<file path="config.mk">
export PLATFORM = sky130hd
export DESIGN_NAME = rpc_transaction_tracker_core
export DESIGN_NICKNAME = d
export VERILOG_FILES = /design/src/rtl/trk_pkg.sv /design/src/rtl/trk_dp.sv /design/src/rtl/trk_ctrl.sv /design/src/rtl/rpc_transaction_tracker_core.sv
export VERILOG_INCLUDE_DIRS = /design/src /design/src/rtl
export SDC_FILE = /design/constraint.sdc
export NUM_CORES = 2
export LEC_CHECK = 0
export BUFFER_PORTS_ARGS = -buffer_cell sky130_fd_sc_hd__buf_2
export CAP_MARGIN = 20
export CORE_MARGIN = 2
export CORE_UTILIZATION = 50
export CTS_CLUSTER_DIAMETER = 40
export DETAILED_ROUTE_END_ITERATION = 16
export GPL_TIMING_DRIVEN = 1
export PLACE_DENSITY = 0.66
export SLEW_MARGIN = 5
export SYNTH_ARGS = -nofsm -noshare
export SYNTH_HDL_FRONTEND = slang
export SYNTH_SLANG_ARGS = --single-unit
</file>
<file path="constraint.sdc">
create_clock -name clock -period 22.6 [get_ports clock]
set_clock_uncertainty 0.05 [all_clocks]
set_input_delay 2.26 -clock clock [delete_from_list [all_inputs] [get_ports clock]]
set_output_delay 2.26 -clock clock [all_outputs]
set_load 0.05 [all_outputs]
</file>
<file path="src/rtl/assert_macros.svh">
// Assertion helpers shared by the tracker RTL.
`ifndef ASSERT_MACROS_SVH
`define ASSERT_MACROS_SVH
`ifndef SYNTHESIS
`define TRK_ASSERT(lbl, clk, rst, prop, msg) \
   lbl: assert property (@(posedge clk) disable iff (rst) (prop)) else $error(msg);
`define TRK_ASSERT_IMP(lbl, clk, rst, ante, cons, msg) \
   lbl: assert property (@(posedge clk) disable iff (rst) (ante) |-> (cons)) else $error(msg);
`else
`define TRK_ASSERT(lbl, clk, rst, prop, msg)
`define TRK_ASSERT_IMP(lbl, clk, rst, ante, cons, msg)
`endif
`endif

</file>
<file path="src/rtl/trk_pkg.sv">
`timescale 1ns / 1ps
package trk_pkg;
   localparam int OP_W        = 3;
   localparam int KIND_W      = 4;
   localparam int EP_W        = 48;
   localparam int TXN_W       = 16;
   localparam int TIME_W      = 32;
   localparam int SLOT_W      = 4;
   localparam int RTT_W       = 16;
   localparam int REQ_TDATA_W = 104;
   localparam int RSP_TDATA_W = 40;
   localparam int CSR_IDX_W   = 2;
   localparam int CSR_DATA_W  = 32;

   localparam logic [OP_W-1:0] OP_ISSUE    = 3'd0;
   localparam logic [OP_W-1:0] OP_ONESHOT  = 3'd1;
   localparam logic [OP_W-1:0] OP_RESPONSE = 3'd2;
   localparam logic [OP_W-1:0] OP_TICK     = 3'd3;
   localparam logic [OP_W-1:0] OP_CANCEL   = 3'd4;

   localparam logic [CSR_IDX_W-1:0] CSR_SHORT_TIMEOUT = 2'd0;
   localparam logic [CSR_IDX_W-1:0] CSR_FULL_TIMEOUT  = 2'd1;
   localparam logic [CSR_IDX_W-1:0] CSR_ID_SEED       = 2'd2;

   localparam logic [TXN_W-1:0]  LFSR_MASK     = 16'hB400;
   localparam logic [TXN_W-1:0]  RTT_MAX       = 16'hFFFE;
   localparam logic [TXN_W-1:0]  SEED_RESET    = 16'd44257;
   localparam logic [TIME_W-1:0] SHORT_RESET   = 32'd2000;
   localparam logic [TIME_W-1:0] FULL_RESET    = 32'd15000;

   typedef enum logic [KIND_W-1:0] {
      KIND_ISSUED        = 4'd0,
      KIND_ONESHOT       = 4'd1,
      KIND_REPLY_OK      = 4'd2,
      KIND_ERROR_REPLY   = 4'd3,
      KIND_BAD_ID        = 4'd4,
      KIND_UNKNOWN       = 4'd5,
      KIND_SPOOFED       = 4'd6,
      KIND_SHORT_TIMEOUT = 4'd7,
      KIND_FULL_TIMEOUT  = 4'd8,
      KIND_FULL_TABLE    = 4'd9,
      KIND_CANCEL_DONE   = 4'd10,
      KIND_TICK_IDLE     = 4'd11
   } kind_type;

   typedef enum logic [2:0] {
      ST_IDLE, ST_FREE, ST_STEP, ST_RD, ST_AGE, ST_EVAL, ST_BADID, ST_FLUSH
   } state_type;

   typedef enum logic [1:0] {
      PH_DRAW, PH_FIND, PH_SHORT, PH_FULL
   } phase_type;

   typedef enum logic [3:0] {
      CMD_NONE, CMD_CAPTURE, CMD_LFSR_STEP, CMD_READ, CMD_AGE,
      CMD_ISSUE_DONE, CMD_ONESHOT_DONE, CMD_BAD_ID, CMD_UNKNOWN,
      CMD_SPOOF, CMD_REPLY, CMD_CANCEL, CMD_FULL_TABLE,
      CMD_Q_SHORT, CMD_Q_FULL, CMD_FLUSH
   } cmd_type;

   typedef struct packed {
      logic out_free;
      logic pend_valid;
      logic valid_cur;
      logic hit_tid;
      logic hit_lfsr;
      logic ep_match;
      logic is_short;
      logic is_full;
   } status_type;

   function automatic logic [TXN_W-1:0] lfsr_next(input logic [TXN_W-1:0] s);
      logic [TXN_W-1:0] n;
      n = s >> 1;
      if (s[0]) n = n ^ LFSR_MASK;
      return n;
   endfunction
endpackage

</file>
<file path="src/rtl/trk_dp.sv">
`timescale 1ns / 1ps
`include "assert_macros.svh"
module trk_dp
   import trk_pkg::*;
#(
   parameter int TABLE_ENTRIES = 16,
   parameter int IDX_W = 4
) (
   input  logic                  clock,
   input  logic                  reset,
   input  logic                  csr_valid,
   input  logic [CSR_IDX_W-1:0]  csr_index,
   input  logic [CSR_DATA_W-1:0] csr_wdata,
   input  logic [EP_W-1:0]       req_endpoint,
   input  logic [TXN_W-1:0]      req_txn_id,
   input  logic                  req_is_error,
   input  logic [TIME_W-1:0]     req_now_ms,
   input  logic                  rsp_tready,
   output logic                  rsp_tvalid,
   output logic [KIND_W-1:0]     rsp_kind,
   output logic [TXN_W-1:0]      rsp_txn,
   output logic [SLOT_W-1:0]     rsp_slot,
   output logic [RTT_W-1:0]      rsp_rtt,
   output logic                  rsp_last,
   input  cmd_type               cmd,
   input  logic [IDX_W-1:0]      idx_i,
   input  logic [IDX_W-1:0]      slot_i,
   output status_type            status
);
   localparam int MEM_W = TXN_W + EP_W + TIME_W;

   logic [TIME_W-1:0] short_ff, full_ff, now_ff;
   logic [TXN_W-1:0]  lfsr_ff, tid_ff;
   logic [EP_W-1:0]   ep_ff;
   logic              err_ff;
   logic [TABLE_ENTRIES-1:0] valid_ff, fired_ff;
   logic [MEM_W-1:0]  mem_ff [TABLE_ENTRIES];
   logic [TXN_W-1:0]  rd_txn_ff;
   logic [EP_W-1:0]   rd_ep_ff;
   logic [TIME_W-1:0] rd_sent_ff, age_ff, diff;
   logic              pend_valid_ff;
   kind_type          pend_kind_ff;
   logic [TXN_W-1:0]  pend_txn_ff;
   logic [SLOT_W-1:0] pend_slot_ff;
   logic              rsp_valid_ff, rsp_last_ff;
   kind_type          rsp_kind_ff;
   logic [TXN_W-1:0]  rsp_txn_ff;
   logic [SLOT_W-1:0] rsp_slot_ff;
   logic [RTT_W-1:0]  rsp_rtt_ff;

   logic              push, push_last, out_free, ge_full, ge_short;
   kind_type          push_kind;
   logic [TXN_W-1:0]  push_txn;
   logic [SLOT_W-1:0] push_slot;
   logic [RTT_W-1:0]  push_rtt, rtt;

   assign out_free = !rsp_valid_ff || rsp_tready;
   assign diff     = now_ff - rd_sent_ff;
   assign ge_full  = age_ff >= full_ff;
   assign ge_short = age_ff >= short_ff;
   assign rtt      = (age_ff > {16'h0, RTT_MAX}) ? RTT_MAX : age_ff[RTT_W-1:0];

   always_comb begin
      status.out_free   = out_free;
      status.pend_valid = pend_valid_ff;
      status.valid_cur  = valid_ff[idx_i];
      status.hit_tid    = valid_ff[idx_i] && (rd_txn_ff == tid_ff);
      status.hit_lfsr   = valid_ff[idx_i] && (rd_txn_ff == lfsr_ff);
      status.ep_match   = rd_ep_ff == ep_ff;
      status.is_full    = valid_ff[idx_i] && ge_full;
      status.is_short   = valid_ff[idx_i] && !ge_full && ge_short && !fired_ff[idx_i];
   end

   always_comb begin
      push      = 1'b0;
      push_last = 1'b1;
      push_kind = KIND_TICK_IDLE;
      push_txn  = '0;
      push_slot = '0;
      push_rtt  = '0;
      unique case (cmd)
         CMD_ISSUE_DONE: begin
            push = 1'b1; push_kind = KIND_ISSUED; push_txn = lfsr_ff;
            push_slot = SLOT_W'(slot_i);
         end
         CMD_ONESHOT_DONE: begin
            push = 1'b1; push_kind = KIND_ONESHOT; push_txn = lfsr_ff;
         end
         CMD_BAD_ID: begin
            push = 1'b1; push_kind = KIND_BAD_ID;
         end
         CMD_UNKNOWN: begin
            push = 1'b1; push_kind = KIND_UNKNOWN; push_txn = tid_ff;
         end
         CMD_SPOOF: begin
            push = 1'b1; push_kind = KIND_SPOOFED; push_txn = tid_ff;
            push_slot = SLOT_W'(idx_i);
         end
         CMD_REPLY: begin
            push = 1'b1; push_kind = err_ff ? KIND_ERROR_REPLY : KIND_REPLY_OK;
            push_txn = tid_ff; push_slot = SLOT_W'(idx_i); push_rtt = rtt;
         end
         CMD_CANCEL: begin
            push = 1'b1; push_kind = KIND_CANCEL_DONE; push_txn = tid_ff;
            push_slot = SLOT_W'(idx_i);
         end
         CMD_FULL_TABLE: begin
            push = 1'b1; push_kind = KIND_FULL_TABLE;
         end
         CMD_Q_SHORT, CMD_Q_FULL: begin
            // the held result goes out only once a later one is known
            push = pend_valid_ff; push_last = 1'b0; push_kind = pend_kind_ff;
            push_txn = pend_txn_ff; push_slot = pend_slot_ff;
         end
         CMD_FLUSH: begin
            push = 1'b1;
            if (pend_valid_ff) begin
               push_kind = pend_kind_ff; push_txn = pend_txn_ff;
               push_slot = pend_slot_ff;
            end
         end
         default: begin
            push = 1'b0;
         end
      endcase
   end

   always_ff @(posedge clock) begin
      if (reset) begin
         short_ff      <= SHORT_RESET;
         full_ff       <= FULL_RESET;
         lfsr_ff       <= SEED_RESET;
         valid_ff      <= '0;
         fired_ff      <= '0;
         pend_valid_ff <= 1'b0;
         rsp_valid_ff  <= 1'b0;
      end else begin
         if (cmd == CMD_LFSR_STEP) lfsr_ff <= lfsr_next(lfsr_ff);
         if (csr_valid) begin
            unique case (csr_index)
               CSR_SHORT_TIMEOUT: short_ff <= csr_wdata;
               CSR_FULL_TIMEOUT:  full_ff  <= csr_wdata;
               CSR_ID_SEED: begin
                  lfsr_ff <= (csr_wdata[TXN_W-1:0] == '0) ? TXN_W'(1) : csr_wdata[TXN_W-1:0];
               end
               default: begin
               end
            endcase
         end
         unique case (cmd)
            CMD_ISSUE_DONE: begin
               valid_ff[slot_i] <= 1'b1;
               fired_ff[slot_i] <= 1'b0;
            end
            CMD_REPLY, CMD_CANCEL: valid_ff[idx_i] <= 1'b0;
            CMD_Q_SHORT: begin
               fired_ff[idx_i] <= 1'b1;
               pend_valid_ff   <= 1'b1;
            end
            CMD_Q_FULL: begin
               valid_ff[idx_i] <= 1'b0;
               pend_valid_ff   <= 1'b1;
            end
            CMD_FLUSH: pend_valid_ff <= 1'b0;
            default: begin
            end
         endcase
         if (push) rsp_valid_ff <= 1'b1;
         else if (rsp_tready) rsp_valid_ff <= 1'b0;
      end
   end

   always_ff @(posedge clock) begin
      if (cmd == CMD_CAPTURE) begin
         ep_ff  <= req_endpoint;
         tid_ff <= req_txn_id;
         err_ff <= req_is_error;
         now_ff <= req_now_ms;
      end
      if (cmd == CMD_ISSUE_DONE) mem_ff[slot_i] <= {lfsr_ff, ep_ff, now_ff};
      if (cmd == CMD_READ) {rd_txn_ff, rd_ep_ff, rd_sent_ff} <= mem_ff[idx_i];
      if (cmd == CMD_AGE) age_ff <= diff[TIME_W-1] ? '0 : diff;
      if (cmd == CMD_Q_SHORT || cmd == CMD_Q_FULL) begin
         pend_kind_ff <= (cmd == CMD_Q_SHORT) ? KIND_SHORT_TIMEOUT : KIND_FULL_TIMEOUT;
         pend_txn_ff  <= rd_txn_ff;
         pend_slot_ff <= SLOT_W'(idx_i);
      end
      if (push) begin
         rsp_kind_ff <= push_kind;
         rsp_txn_ff  <= push_txn;
         rsp_slot_ff <= push_slot;
         rsp_rtt_ff  <= push_rtt;
         rsp_last_ff <= push_last;
      end
   end

   assign rsp_tvalid = rsp_valid_ff;
   assign rsp_kind   = rsp_kind_ff;
   assign rsp_txn    = rsp_txn_ff;
   assign rsp_slot   = rsp_slot_ff;
   assign rsp_rtt    = rsp_rtt_ff;
   assign rsp_last   = rsp_last_ff;

   `TRK_ASSERT_IMP(a_push_free, clock, reset, push, out_free, "result pushed over a held one")
   `TRK_ASSERT_IMP(a_issue_slot_free, clock, reset, cmd == CMD_ISSUE_DONE, !valid_ff[slot_i], "issue into a busy slot")
   `TRK_ASSERT(a_lfsr_nonzero, clock, reset, lfsr_ff != '0, "id generator stuck at zero")
endmodule

</file>
<file path="src/rtl/trk_ctrl.sv">
`timescale 1ns / 1ps
`include "assert_macros.svh"
module trk_ctrl
   import trk_pkg::*;
#(
   parameter int TABLE_ENTRIES = 16,
   parameter int IDX_W = 4
) (
   input  logic             clock,
   input  logic             reset,
   input  logic             req_tvalid,
   output logic             req_tready,
   input  logic [OP_W-1:0]  req_op,
   input  logic             req_txn_ok,
   input  status_type       status,
   output cmd_type          cmd,
   output logic [IDX_W-1:0] idx_o,
   output logic [IDX_W-1:0] slot_o
);
   localparam int DRAW_W = $clog2(TABLE_ENTRIES + 2);

   state_type         state_ff, state_in;
   phase_type         phase_ff, phase_in;
   logic [OP_W-1:0]   op_ff, op_in;
   logic [IDX_W-1:0]  idx_ff, idx_in, slot_ff, slot_in;
   logic [DRAW_W-1:0] draw_ff, draw_in;
   logic              last_idx, go;

   assign last_idx = idx_ff == IDX_W'(TABLE_ENTRIES - 1);

   always_ff @(posedge clock) begin
      if (reset) begin
         state_ff <= ST_IDLE;
         phase_ff <= PH_DRAW;
         op_ff    <= OP_ISSUE;
         idx_ff   <= '0;
         slot_ff  <= '0;
         draw_ff  <= '0;
      end else begin
         state_ff <= state_in;
         phase_ff <= phase_in;
         op_ff    <= op_in;
         idx_ff   <= idx_in;
         slot_ff  <= slot_in;
         draw_ff  <= draw_in;
      end
   end

   always_comb begin
      state_in   = state_ff;
      phase_in   = phase_ff;
      op_in      = op_ff;
      idx_in     = idx_ff;
      slot_in    = slot_ff;
      draw_in    = draw_ff;
      cmd        = CMD_NONE;
      req_tready = 1'b0;
      go         = 1'b0;
      unique case (state_ff)
         ST_IDLE: begin
            req_tready = 1'b1;
            if (req_tvalid) begin
               cmd     = CMD_CAPTURE;
               op_in   = req_op;
               idx_in  = '0;
               draw_in = '0;
               unique case (req_op)
                  OP_ISSUE:    state_in = ST_FREE;
                  OP_ONESHOT:  state_in = ST_STEP;
                  OP_RESPONSE: begin
                     phase_in = PH_FIND;
                     state_in = req_txn_ok ? ST_RD : ST_BADID;
                  end
                  OP_TICK: begin
                     phase_in = PH_SHORT;
                     state_in = ST_RD;
                  end
                  OP_CANCEL: begin
                     phase_in = PH_FIND;
                     state_in = ST_RD;
                  end
                  default: state_in = ST_IDLE;
               endcase
            end
         end
         ST_FREE: begin
            if (!status.valid_cur) begin
               slot_in  = idx_ff;
               state_in = ST_STEP;
            end else if (last_idx) begin
               if (status.out_free) begin
                  cmd      = CMD_FULL_TABLE;
                  state_in = ST_IDLE;
               end
            end else begin
               idx_in = idx_ff + 1'b1;
            end
         end
         ST_STEP: begin
            cmd      = CMD_LFSR_STEP;
            draw_in  = draw_ff + 1'b1;
            idx_in   = '0;
            phase_in = PH_DRAW;
            state_in = ST_RD;
         end
         ST_RD: begin
            cmd      = CMD_READ;
            state_in = ST_AGE;
         end
         ST_AGE: begin
            cmd      = CMD_AGE;
            state_in = ST_EVAL;
         end
         ST_EVAL: begin
            unique case (phase_ff)
               PH_DRAW: begin
                  if (status.hit_lfsr && draw_ff < DRAW_W'(TABLE_ENTRIES + 1)) begin
                     state_in = ST_STEP;
                  end else if (status.hit_lfsr || last_idx) begin
                     if (status.out_free) begin
                        cmd      = (op_ff == OP_ISSUE) ? CMD_ISSUE_DONE : CMD_ONESHOT_DONE;
                        state_in = ST_IDLE;
                     end
                  end else begin
                     idx_in   = idx_ff + 1'b1;
                     state_in = ST_RD;
                  end
               end
               PH_FIND: begin
                  if (status.hit_tid) begin
                     if (status.out_free) begin
                        if (op_ff == OP_CANCEL) cmd = CMD_CANCEL;
                        else if (!status.ep_match) cmd = CMD_SPOOF;
                        else cmd = CMD_REPLY;
                        state_in = ST_IDLE;
                     end
                  end else if (last_idx) begin
                     if (status.out_free) begin
                        cmd      = CMD_UNKNOWN;
                        state_in = ST_IDLE;
                     end
                  end else begin
                     idx_in   = idx_ff + 1'b1;
                     state_in = ST_RD;
                  end
               end
               PH_SHORT: begin
                  go = !status.is_short || !status.pend_valid || status.out_free;
                  if (go) begin
                     if (status.is_short) cmd = CMD_Q_SHORT;
                     state_in = ST_RD;
                     if (last_idx) begin
                        phase_in = PH_FULL;
                        idx_in   = '0;
                     end else begin
                        idx_in = idx_ff + 1'b1;
                     end
                  end
               end
               PH_FULL: begin
                  go = !status.is_full || !status.pend_valid || status.out_free;
                  if (go) begin
                     if (status.is_full) cmd = CMD_Q_FULL;
                     if (last_idx) begin
                        state_in = ST_FLUSH;
                     end else begin
                        idx_in   = idx_ff + 1'b1;
                        state_in = ST_RD;
                     end
                  end
               end
               default: state_in = ST_IDLE;
            endcase
         end
         ST_BADID: begin
            if (status.out_free) begin
               cmd      = CMD_BAD_ID;
               state_in = ST_IDLE;
            end
         end
         ST_FLUSH: begin
            if (status.out_free) begin
               cmd      = CMD_FLUSH;
               state_in = ST_IDLE;
            end
         end
         default: state_in = ST_IDLE;
      endcase
   end

   assign idx_o  = idx_ff;
   assign slot_o = slot_ff;

   `TRK_ASSERT_IMP(a_idle_no_pend, clock, reset, state_ff == ST_IDLE, !status.pend_valid, "held tick result left behind")
   `TRK_ASSERT(a_draw_bound, clock, reset, draw_ff <= DRAW_W'(TABLE_ENTRIES + 1), "too many id draws")
   `TRK_ASSERT(a_idx_range, clock, reset, idx_ff <= IDX_W'(TABLE_ENTRIES - 1), "scan index past table")
endmodule

</file>
<file path="src/rtl/rpc_transaction_tracker_core.sv">
`timescale 1ns / 1ps
// Sequence per item, N = TABLE_ENTRIES, one memory read port; each scanned entry is read, aged, then evaluated.
//   issue: free-slot scan of up to N entries, then a table scan per id draw, up to N+1 draws;
//   oneshot: id draws only; response/cancel: one table scan up to a hit; tick: short pass, full pass, flush.
// Throughput: one item at a time; the next item is taken once the last result is registered.
// Reset: synchronous, active high; clears all entries, loads default timeouts and the id seed.
module rpc_transaction_tracker_core
   import trk_pkg::*;
#(
   parameter int TABLE_ENTRIES = 16
) (
   input  logic                   clock,
   input  logic                   reset,
   // req_tdata: endpoint[47:0], txn_id[63:48], txn_ok[64], is_error[65], now_ms[97:66]
   input  logic                   req_tvalid,
   output logic                   req_tready,
   input  logic [REQ_TDATA_W-1:0] req_tdata,
   input  logic [OP_W-1:0]        req_tuser,   // operation
   // rsp_tdata: txn_out[15:0], slot[19:16], rtt_ms[35:20]
   output logic                   rsp_tvalid,
   input  logic                   rsp_tready,
   output logic [RSP_TDATA_W-1:0] rsp_tdata,
   output logic [KIND_W-1:0]      rsp_tuser,   // kind
   output logic                   rsp_tlast,
   // register writes, to be made only while the block is idle; the block itself does not enforce it
   input  logic                   csr_valid,
   output logic                   csr_ready,
   input  logic [CSR_IDX_W-1:0]   csr_index,
   input  logic [CSR_DATA_W-1:0]  csr_wdata
);
   localparam int IDX_W = (TABLE_ENTRIES > 1) ? $clog2(TABLE_ENTRIES) : 1;

   cmd_type           cmd;
   status_type        status;
   logic [IDX_W-1:0]  idx, slot;
   logic [TXN_W-1:0]  rsp_txn;
   logic [SLOT_W-1:0] rsp_slot;
   logic [RTT_W-1:0]  rsp_rtt;

   assign csr_ready = 1'b1;

   // sequencer: scan index, draw count, phase of a tick
   trk_ctrl #(.TABLE_ENTRIES(TABLE_ENTRIES), .IDX_W(IDX_W)) u_ctrl (
      .clock      (clock),
      .reset      (reset),
      .req_tvalid (req_tvalid),
      .req_tready (req_tready),
      .req_op     (req_tuser),
      .req_txn_ok (req_tdata[64]),
      .status     (status),
      .cmd        (cmd),
      .idx_o      (idx),
      .slot_o     (slot)
   );

   // table memory, valid/fired bits, id generator, held tick result, output register
   trk_dp #(.TABLE_ENTRIES(TABLE_ENTRIES), .IDX_W(IDX_W)) u_dp (
      .clock        (clock),
      .reset        (reset),
      .csr_valid    (csr_valid),
      .csr_index    (csr_index),
      .csr_wdata    (csr_wdata),
      .req_endpoint (req_tdata[47:0]),
      .req_txn_id   (req_tdata[63:48]),
      .req_is_error (req_tdata[65]),
      .req_now_ms   (req_tdata[97:66]),
      .rsp_tready   (rsp_tready),
      .rsp_tvalid   (rsp_tvalid),
      .rsp_kind     (rsp_tuser),
      .rsp_txn      (rsp_txn),
      .rsp_slot     (rsp_slot),
      .rsp_rtt      (rsp_rtt),
      .rsp_last     (rsp_tlast),
      .cmd          (cmd),
      .idx_i        (idx),
      .slot_i       (slot),
      .status       (status)
   );

   assign rsp_tdata = {4'b0, rsp_rtt, rsp_slot, rsp_txn};
endmodule

</file>
* Word-level counts from Yosys, hierarchy flattened
Memory sizes are Yosys's and may differ from the RTL's. A register that Yosys moved wholly into a read port is not among the register bits.
Cells that the tools add are included.
** Storage, ports and cells
- Register bits after elaboration :: 329
- Bits in writable memories :: 1536
- Bits of input ports :: 146
- Output and inout bits :: 48
- Word-level logic and storage cells :: 238
- Memories kept :: 1
** Memory list
- u_dp.mem_ff :: depth 16, bits a word 96, rd ports 1, clocked after memory_dff 1, wr ports 1, RTL line trk_dp.sv:37 : logic [MEM_W-1:0] mem_ff [TABLE_ENTRIES];
** Cells by class
- Add/sub/neg operators :: 3
- Order comparisons :: 8
- Eq/ne operators :: 48
- Mux-type cells :: 88
- Bitwise logic cells :: 9
- Reduce and logical (&&, ||, !) cells :: 53
** Operators by type and width (count)
- $mux W16 :: 7
- $mux W4 :: 28
- $ge A32 B32 Y1 :: 2
- $pmux W16 S2 :: 2
- $pmux W16 S4 :: 1
- $pmux W4 S4 :: 4
- $eq A48 B48 Y1 :: 1
- $pmux W4 S10 :: 1
- $mux W3 :: 13
- $eq A4 B4 Y1 const B :: 9
- $and A16 B16 Y16 :: 2
- $eq A16 B16 Y1 :: 2
- $gt A32 B16 Y1 const B :: 1
- $not A16 Y16 :: 2
- $or A16 B16 Y16 :: 2
- $pmux W4 S8 :: 1
- $sub A32 B32 Y32 :: 1
- $pmux W3 S4 :: 2
- $pmux W3 S7 :: 1
- $eq A3 B3 Y1 const B :: 6
- $eq A4 B3 Y1 const B :: 4
- $logic_not A16 Y1 :: 1
- $ne A3 B3 Y1 const B :: 5
- $eq A3 B2 Y1 const B :: 4
- 40 further kinds :: 107

* Depth between registers and ports, before layout
- Depth in word-level cells :: 15
- Mapped depth :: 15

* Modules after synthesis
Synthesis repeated with hierarchy kept, for this count alone.
** Second synthesis, totals
- Cells, all modules :: 3989
- Area total of the unflattened synthesis :: 77752.1 µm²
** By module, submodules not included
- trk_dp :: instances 1, cells an instance 3770, area each 76130.5 µm², seq. area each 57024.7 µm²
- trk_ctrl :: instances 1, cells an instance 212, area each 1576.5 µm², seq. area each 420.4 µm²
- rpc_transaction_tracker_core :: instances 1, cells an instance 7, area each 45.0 µm², seq. area each 0.0 µm²

* Worst setup path before layout
Ideal clock, no wire load.
- Path kind :: input port to flip-flop
- Start point :: in rsp_tready
- End point :: mem u_dp.mem_ff[3][0] (netlist name) (enable)
- Arrival :: 9.572 ns
- Setup slack :: 12.371 ns
- Cell stages on the path :: 11
- Path buffers :: 2
- Cells stage by stage :: nor2b_1 > clkbuf_1 > nand2_1 > and3_1 > nand2_1 > a21oi_1 > o21a_1 > or4_4 > or3_1 > buf_4 > nor4_2
** On the way
- Cells in the longest elaborated chain, start to end :: 9
** Ends and longest elaborated chain
- from (decl) :: RTL line rpc_transaction_tracker_core.sv:21 : input logic rsp_tready,
- $logic_or A1 B1 Y1 * :: RTL line trk_dp.sv:57 : assign out_free = !rsp_valid_ff || rsp_tready;
- $mux W4, on equally long branches :: RTL line trk_ctrl.sv:120, trk_ctrl.sv:138
- $mux W4, on equally long branches :: RTL line trk_ctrl.sv:119, trk_ctrl.sv:137
- $mux W4, on equally long branches :: RTL line trk_ctrl.sv:117, trk_ctrl.sv:130
- $pmux W4 S4 :: RTL line trk_ctrl.sv:115 : unique case (phase_ff)
- $pmux W4 S8 * :: RTL line trk_ctrl.sv:59 : unique case (state_ff)
- $eq A4 B3 Y1 * :: RTL line trk_dp.sv:180 : if (cmd == CMD_ISSUE_DONE) mem_ff[slot_i] <= {lfsr_ff, ep_ff, now_ff};
- $mux W1 * :: RTL line trk_dp.sv:180
- $mux W1 (not written as such) * :: RTL line trk_dp.sv:180
- to (decl) :: RTL line trk_dp.sv:37
Every way passes the cells marked *; elsewhere a longest branch is shown, timed or not.

* Worst setup path in the final report
- Start point :: reg u_ctrl.idx_ff[0] (netlist: u_ctrl.idx_o[0])
- End point :: mem u_dp.mem_ff[14][33] (netlist name) (enable)
** On the way
- Cells in the longest elaborated chain, start to end :: 14
** Ends and longest elaborated chain
- from (decl) :: RTL line trk_ctrl.sv:25 : logic [IDX_W-1:0] idx_ff, idx_in, slot_ff, slot_in;
- from (signal assigned) :: RTL line trk_ctrl.sv:43 : idx_ff <= idx_in;
- $bmux W1 S4
- $mux W1 (not written as such)
- $logic_and A1 B1 Y1 (3 in series) :: RTL line trk_dp.sv:71 : status.is_short = valid_ff[idx_i] && !ge_full && ge_short && !fired_ff[idx_i];
- $logic_not A1 Y1 :: RTL line trk_ctrl.sv:148 : go = !status.is_short || !status.pend_valid || status.out_free;
- $logic_or A1 B1 Y1 (2 in series) :: RTL line trk_ctrl.sv:148
- $mux W4 :: RTL line trk_ctrl.sv:149 : if (go) begin
- $pmux W4 S4 :: RTL line trk_ctrl.sv:115
- $pmux W4 S8 * :: RTL line trk_ctrl.sv:59
- $eq A4 B3 Y1 * :: RTL line trk_dp.sv:180
- $mux W1 * :: RTL line trk_dp.sv:180
- $mux W1 (not written as such) * :: RTL line trk_dp.sv:180
Every way passes the cells marked *; elsewhere a longest branch is shown, timed or not. The select of a mux whose other input is x is not followed.

==> out/qor.log <==
INFO  synth          synth_flop_cell=sky130_fd_sc_hd__edfxtp_1
INFO  die            die_h=397µm
INFO  clock_tree     htreeDepth=5
INFO  final_layout   final.fill_count=11100
INFO  sta            tns=0ps
INFO  synth          postSynthAreaPerCell=19.7µm²
INFO  final_layout   final_layout_size_suffix_gt1_share=27.3%
INFO  worst_hold_path worstHoldPathCells=2
INFO  placed_design  dp_hpwl=94200µm
INFO  clock_tree     clock_latency=880ps
INFO  setup_path     worst_path_max_delay_cell=sky130_fd_sc_hd__dfxtp_4
INFO  synth          synth_compound_gate_area_share=3.25%
INFO  routing        ant_nets=0
INFO  sta            achievable-frequency=123MHz
INFO  die            die_x=397µm
INFO  sta            tightestPinTransition=1170ps
INFO  routing        number_of_vias_per_cell_after_detailed_routing=6.00
INFO  placed_design  post_dp_cell_area=80800µm²
INFO  synth          post_synth_inst_count=3922
INFO  setup_path     required=22990ps
INFO  setup_path     path_class=register to register
INFO  setup_path     worst_r2r_startpoint=u_ctrl.idx_o[0]
INFO  final_layout   finish.net_count=4526
INFO  synth          synthMuxAreaShare=14.4%
INFO  synth          post_synth_instance_area=77200µm²
INFO  clock_tree     tritoncts.num_buffers=276
INFO  routing        detail_route.wirelength=179000µm
INFO  worst_hold_path min_to=u_dp.short_ff[15]
INFO  clock_tree     cts_resized=0
INFO  power          worst_ir_drop_vdd=0.0000827V
INFO  sta            relSlewSlack=21.7%
INFO  die            io_pins=194
INFO  setup_path     startpoint_type=register
INFO  setup_path     regToRegEndpoint=u_dp.mem_ff[14][33]
INFO  synth          seq_area_frac_synth=74.4%
INFO  final_layout   multi_input_area=18700µm²
INFO  synth          ys_async_sr_fraction=0%
INFO  synth          synth.yosys.warnings=0
INFO  final_layout   syn2layout_area_growth=16.3%
INFO  final_layout   final_area=89800µm²
INFO  setup_path     cp_slowest_stage_delay=980ps
INFO  power          p_per_area=100nW/µm²
INFO  sta            final-setup-viol-count=0
INFO  synth          combinational_family_with_the_most_area_after_synthesis=multiplexers
INFO  clock_tree     cts.reportedPaths.clkPinSlew=50ps
INFO  clock_tree     cts.sinks=1958
INFO  die            die-area=158000µm²
INFO  clock_tree     post-cts-setup-buffers=0
INFO  global_route   antenna_violations_before_repair=5
INFO  die            fp-row-count=144
INFO  setup_path     crit_chain=buf_4 -> mux4_2 -> mux2i_1 -> mux2i_1 -> buf_4 -> and3_1 -> nand2_1 -> a21oi_1 -> o21a_1 -> or4_4 -> or3_1 -> buf_4 -> nor3_4 -> buf_4 -> buf_4
INFO  routing        route.detailed.drc=0
INFO  setup_path     worst_setup_path_end_kind=register
INFO  global_route   wire_length_of_the_first_global_routing_pass=264000µm
INFO  run_status     run_status=complete, no violations
INFO  placed_design  placement.io_buffers=182
INFO  clock_tree     tritoncts_clock_tree=yes
INFO  setup_path     reg2regPathDepth=15
INFO  setup_path     crit_arrival=8510ps
INFO  clock_tree     number_of_buffers_on_the_longest_clock_path=4
INFO  setup_path     worst_path_most_repeated_cell=sky130_fd_sc_hd__buf_4
INFO  die            effective_utilization_at_floorplan=50.3%
INFO  sta            min_period=8120ps
INFO  worst_hold_path timing.hold.worst.class=register to register
INFO  sta            hold_violations=0
INFO  routing        num_vias=39100
INFO  placed_design  routabilityCongestion=0.848
INFO  sta            rsz_0062_raised_after_global_routing=no
INFO  worst_hold_path hp-start=u_dp.short_ff[15]
INFO  synth          yosys.area_share.xor_xnor=1.28%
INFO  clock_tree     postCtsHoldBufs=0
INFO  routing        drt-pass1-iter-count=7
INFO  run            maxCapViolations=0
INFO  sta            timing_max_transition_violations_final=0
INFO  setup_path     crit_start=u_ctrl.idx_o[0]
INFO  synth          synthSimpleGateAreaFrac=3.43%
INFO  die            core=154000µm²
INFO  global_route   globalRouteOverflowTotal=0
INFO  power          static-leakage-power=29.1nW
INFO  routing        detailed_router_s_first_iteration_violation_count=4229
INFO  setup_path     path_max_fanout=47
INFO  global_route   grt_start_max_net_pins=129
INFO  setup_path     reg2reg_slack=14480ps
INFO  clock_tree     root_buffer_selected_by_cts=sky130_fd_sc_hd__clkbuf_16
INFO  final_layout   sequential_cell_area=57500µm²
INFO  synth          yosys_register_bits=1958
INFO  global_route   gr-usage-all-layers=22.8%
INFO  routing        wire_length_per_cell_after_detailed_routing=27.4µm
INFO  global_route   first_global_vias=39700
INFO  synth          synth_edf_count=1823
INFO  sta            final_min_period_over_clock_period=35.9%
INFO  synth          yosysUniqueCellTypes=74
INFO  synth          synthAdderAreaFrac=1.63%
flip-flops by register name, indices dropped and copies added (netlist names), 31 cells and up:
register / cells
u_dp.rd_sent_ff: 32
u_dp.mem_ff: 1536
u_dp.ep_ff: 48
u_dp.age_ff: 31
u_dp.rd_ep_ff: 48
u_dp.short_ff: 32
u_dp.full_ff: 32
u_dp.now_ff: 32
per-layer routing:
layer,global-route usage [%],share of wire [%],vias to the layer above,wire length (µm)
li1,-,-,16700,-
met1,33.4,43,20500,76600
met2,35.7,48,1554,85600
met3,3.58,6.5,325,11600
met4,7.15,2.7,2,4770
met5,0,0.0073,-,13
synth_stat cells (45+ instances only):
| master | number | area [µm²] |
|---|---|---|
| sky130_fd_sc_hd__xor2_1 | 66 | 578 |
| sky130_fd_sc_hd__inv_1 | 132 | 495 |
| sky130_fd_sc_hd__dfxtp_1 | 135 | 2700 |
| sky130_fd_sc_hd__nand2_1 | 228 | 856 |
| sky130_fd_sc_hd__a21oi_1 | 119 | 596 |
| sky130_fd_sc_hd__buf_1 | 45 | 169 |
| sky130_fd_sc_hd__ha_1 | 99 | 1240 |
| sky130_fd_sc_hd__clkbuf_1 | 134 | 503 |
| sky130_fd_sc_hd__xnor2_1 | 47 | 412 |
| sky130_fd_sc_hd__mux4_2 | 489 | 11000 |
| sky130_fd_sc_hd__nor2_1 | 94 | 353 |
| sky130_fd_sc_hd__edfxtp_1 | 1823 | 54700 |
worst max path at each step:
stage	end	slack, ps	cells past startpoint
after global placement	u_dp.mem_ff[14][63]	13880	13
final	u_dp.mem_ff[14][33]	14480	15
after CTS	u_dp.mem_ff[14][33]	14160	14
after global routing	u_dp.mem_ff[14][33]	14020	15
after floorplan	u_dp.mem_ff[3][0]	12370	11
after detailed placement	u_dp.mem_ff[14][63]	14200	14
logic make-up (layout without fill, tap and decap cells):
| kind of cell | after synthesis | count (layout) |
|---|---|---|
| flops | 1958 | 1958 |
| compound gates | 382 | 382 |
| xor+xnor | 113 | 113 |
| buf+inv | 326 | 874 |
| simple gates | 544 | 544 |
| fa+ha+maj | 100 | 100 |
| mux | 497 | 497 |
| other cells | 2 | 6 |
where the power goes:
part	internal (W)	leakage (nW)	switching, W
sequential	0.00412	17.6	0.000131
combinational	0.000261	7.17	0.000354
clock	0.00259	4.30	0.00156
layout make-up:
cell class	instances	share of cell area (%)
sequential	1958	64.0
multi-input combinational	1641	20.8
clock buffer	319	8.09
tap	2044	2.85
timing repair buffer	270	1.89
clock inverter	152	1.81
inverter	133	0.562
antenna	1	0.00279
metrics by stage:
| stage | power, W | hold WS, ps | setup slack [ps] | utilization, % | std cells |
|---|---|---|---|---|---|
| after floorplan | 0.00471 | 353 | 12370 | - | 3925 |
| after global placement | 0.00493 | 396 | 13880 | 52.6 | 6041 |
| after detailed placement | 0.00494 | 398 | 14200 | 52.6 | 6043 |
| after CTS | 0.00910 | 403 | 14160 | 58.4 | 6514 |
| after global routing | 0.00930 | 421 | 14020 | 58.4 | 6517 |
| final | 0.00902 | 403 | 14480 | 58.4 | 6518 |
placed cells by master, fill, tap and decap left out, types with 23 or more instances in the layout:
| cell type | instances |
|---|---|
| sky130_fd_sc_hd__xor2_1 | 66 |
| sky130_fd_sc_hd__a21o_1 | 35 |
| sky130_fd_sc_hd__clkbuf_1 | 32 |
| sky130_fd_sc_hd__inv_6 | 33 |
| sky130_fd_sc_hd__inv_1 | 131 |
| sky130_fd_sc_hd__nand3_1 | 31 |
| sky130_fd_sc_hd__a31oi_1 | 38 |
| sky130_fd_sc_hd__mux4_2 | 489 |
| sky130_fd_sc_hd__nand4_1 | 25 |
| sky130_fd_sc_hd__clkinvlp_4 | 24 |
| sky130_fd_sc_hd__a21oi_1 | 119 |
| sky130_fd_sc_hd__nand2_1 | 228 |
| sky130_fd_sc_hd__o21ai_0 | 42 |
| sky130_fd_sc_hd__buf_2 | 182 |
| sky130_fd_sc_hd__ha_1 | 99 |
| sky130_fd_sc_hd__edfxtp_1 | 1823 |
| sky130_fd_sc_hd__bufinv_16 | 24 |
| sky130_fd_sc_hd__clkinv_1 | 23 |
| sky130_fd_sc_hd__nor3_1 | 35 |
| sky130_fd_sc_hd__nor2_1 | 94 |
| sky130_fd_sc_hd__clkbuf_16 | 284 |
| sky130_fd_sc_hd__clkinv_2 | 27 |
| sky130_fd_sc_hd__xnor2_1 | 46 |
| sky130_fd_sc_hd__buf_4 | 79 |
| sky130_fd_sc_hd__dfxtp_1 | 131 |
| sky130_fd_sc_hd__o21a_1 | 39 |
worst max-delay path: cells and delay by family, from the launching register on:
kind / cells / cell delay, ps
AO/OA/AOI/OAI: 2 / 590
buffers and inverters: 5 / 3120
flip-flops: 1 / 980
multiplexers: 3 / 870
AND/OR/NAND/NOR: 5 / 1860
Note: power is estimated with default switching activity, not from simulation.
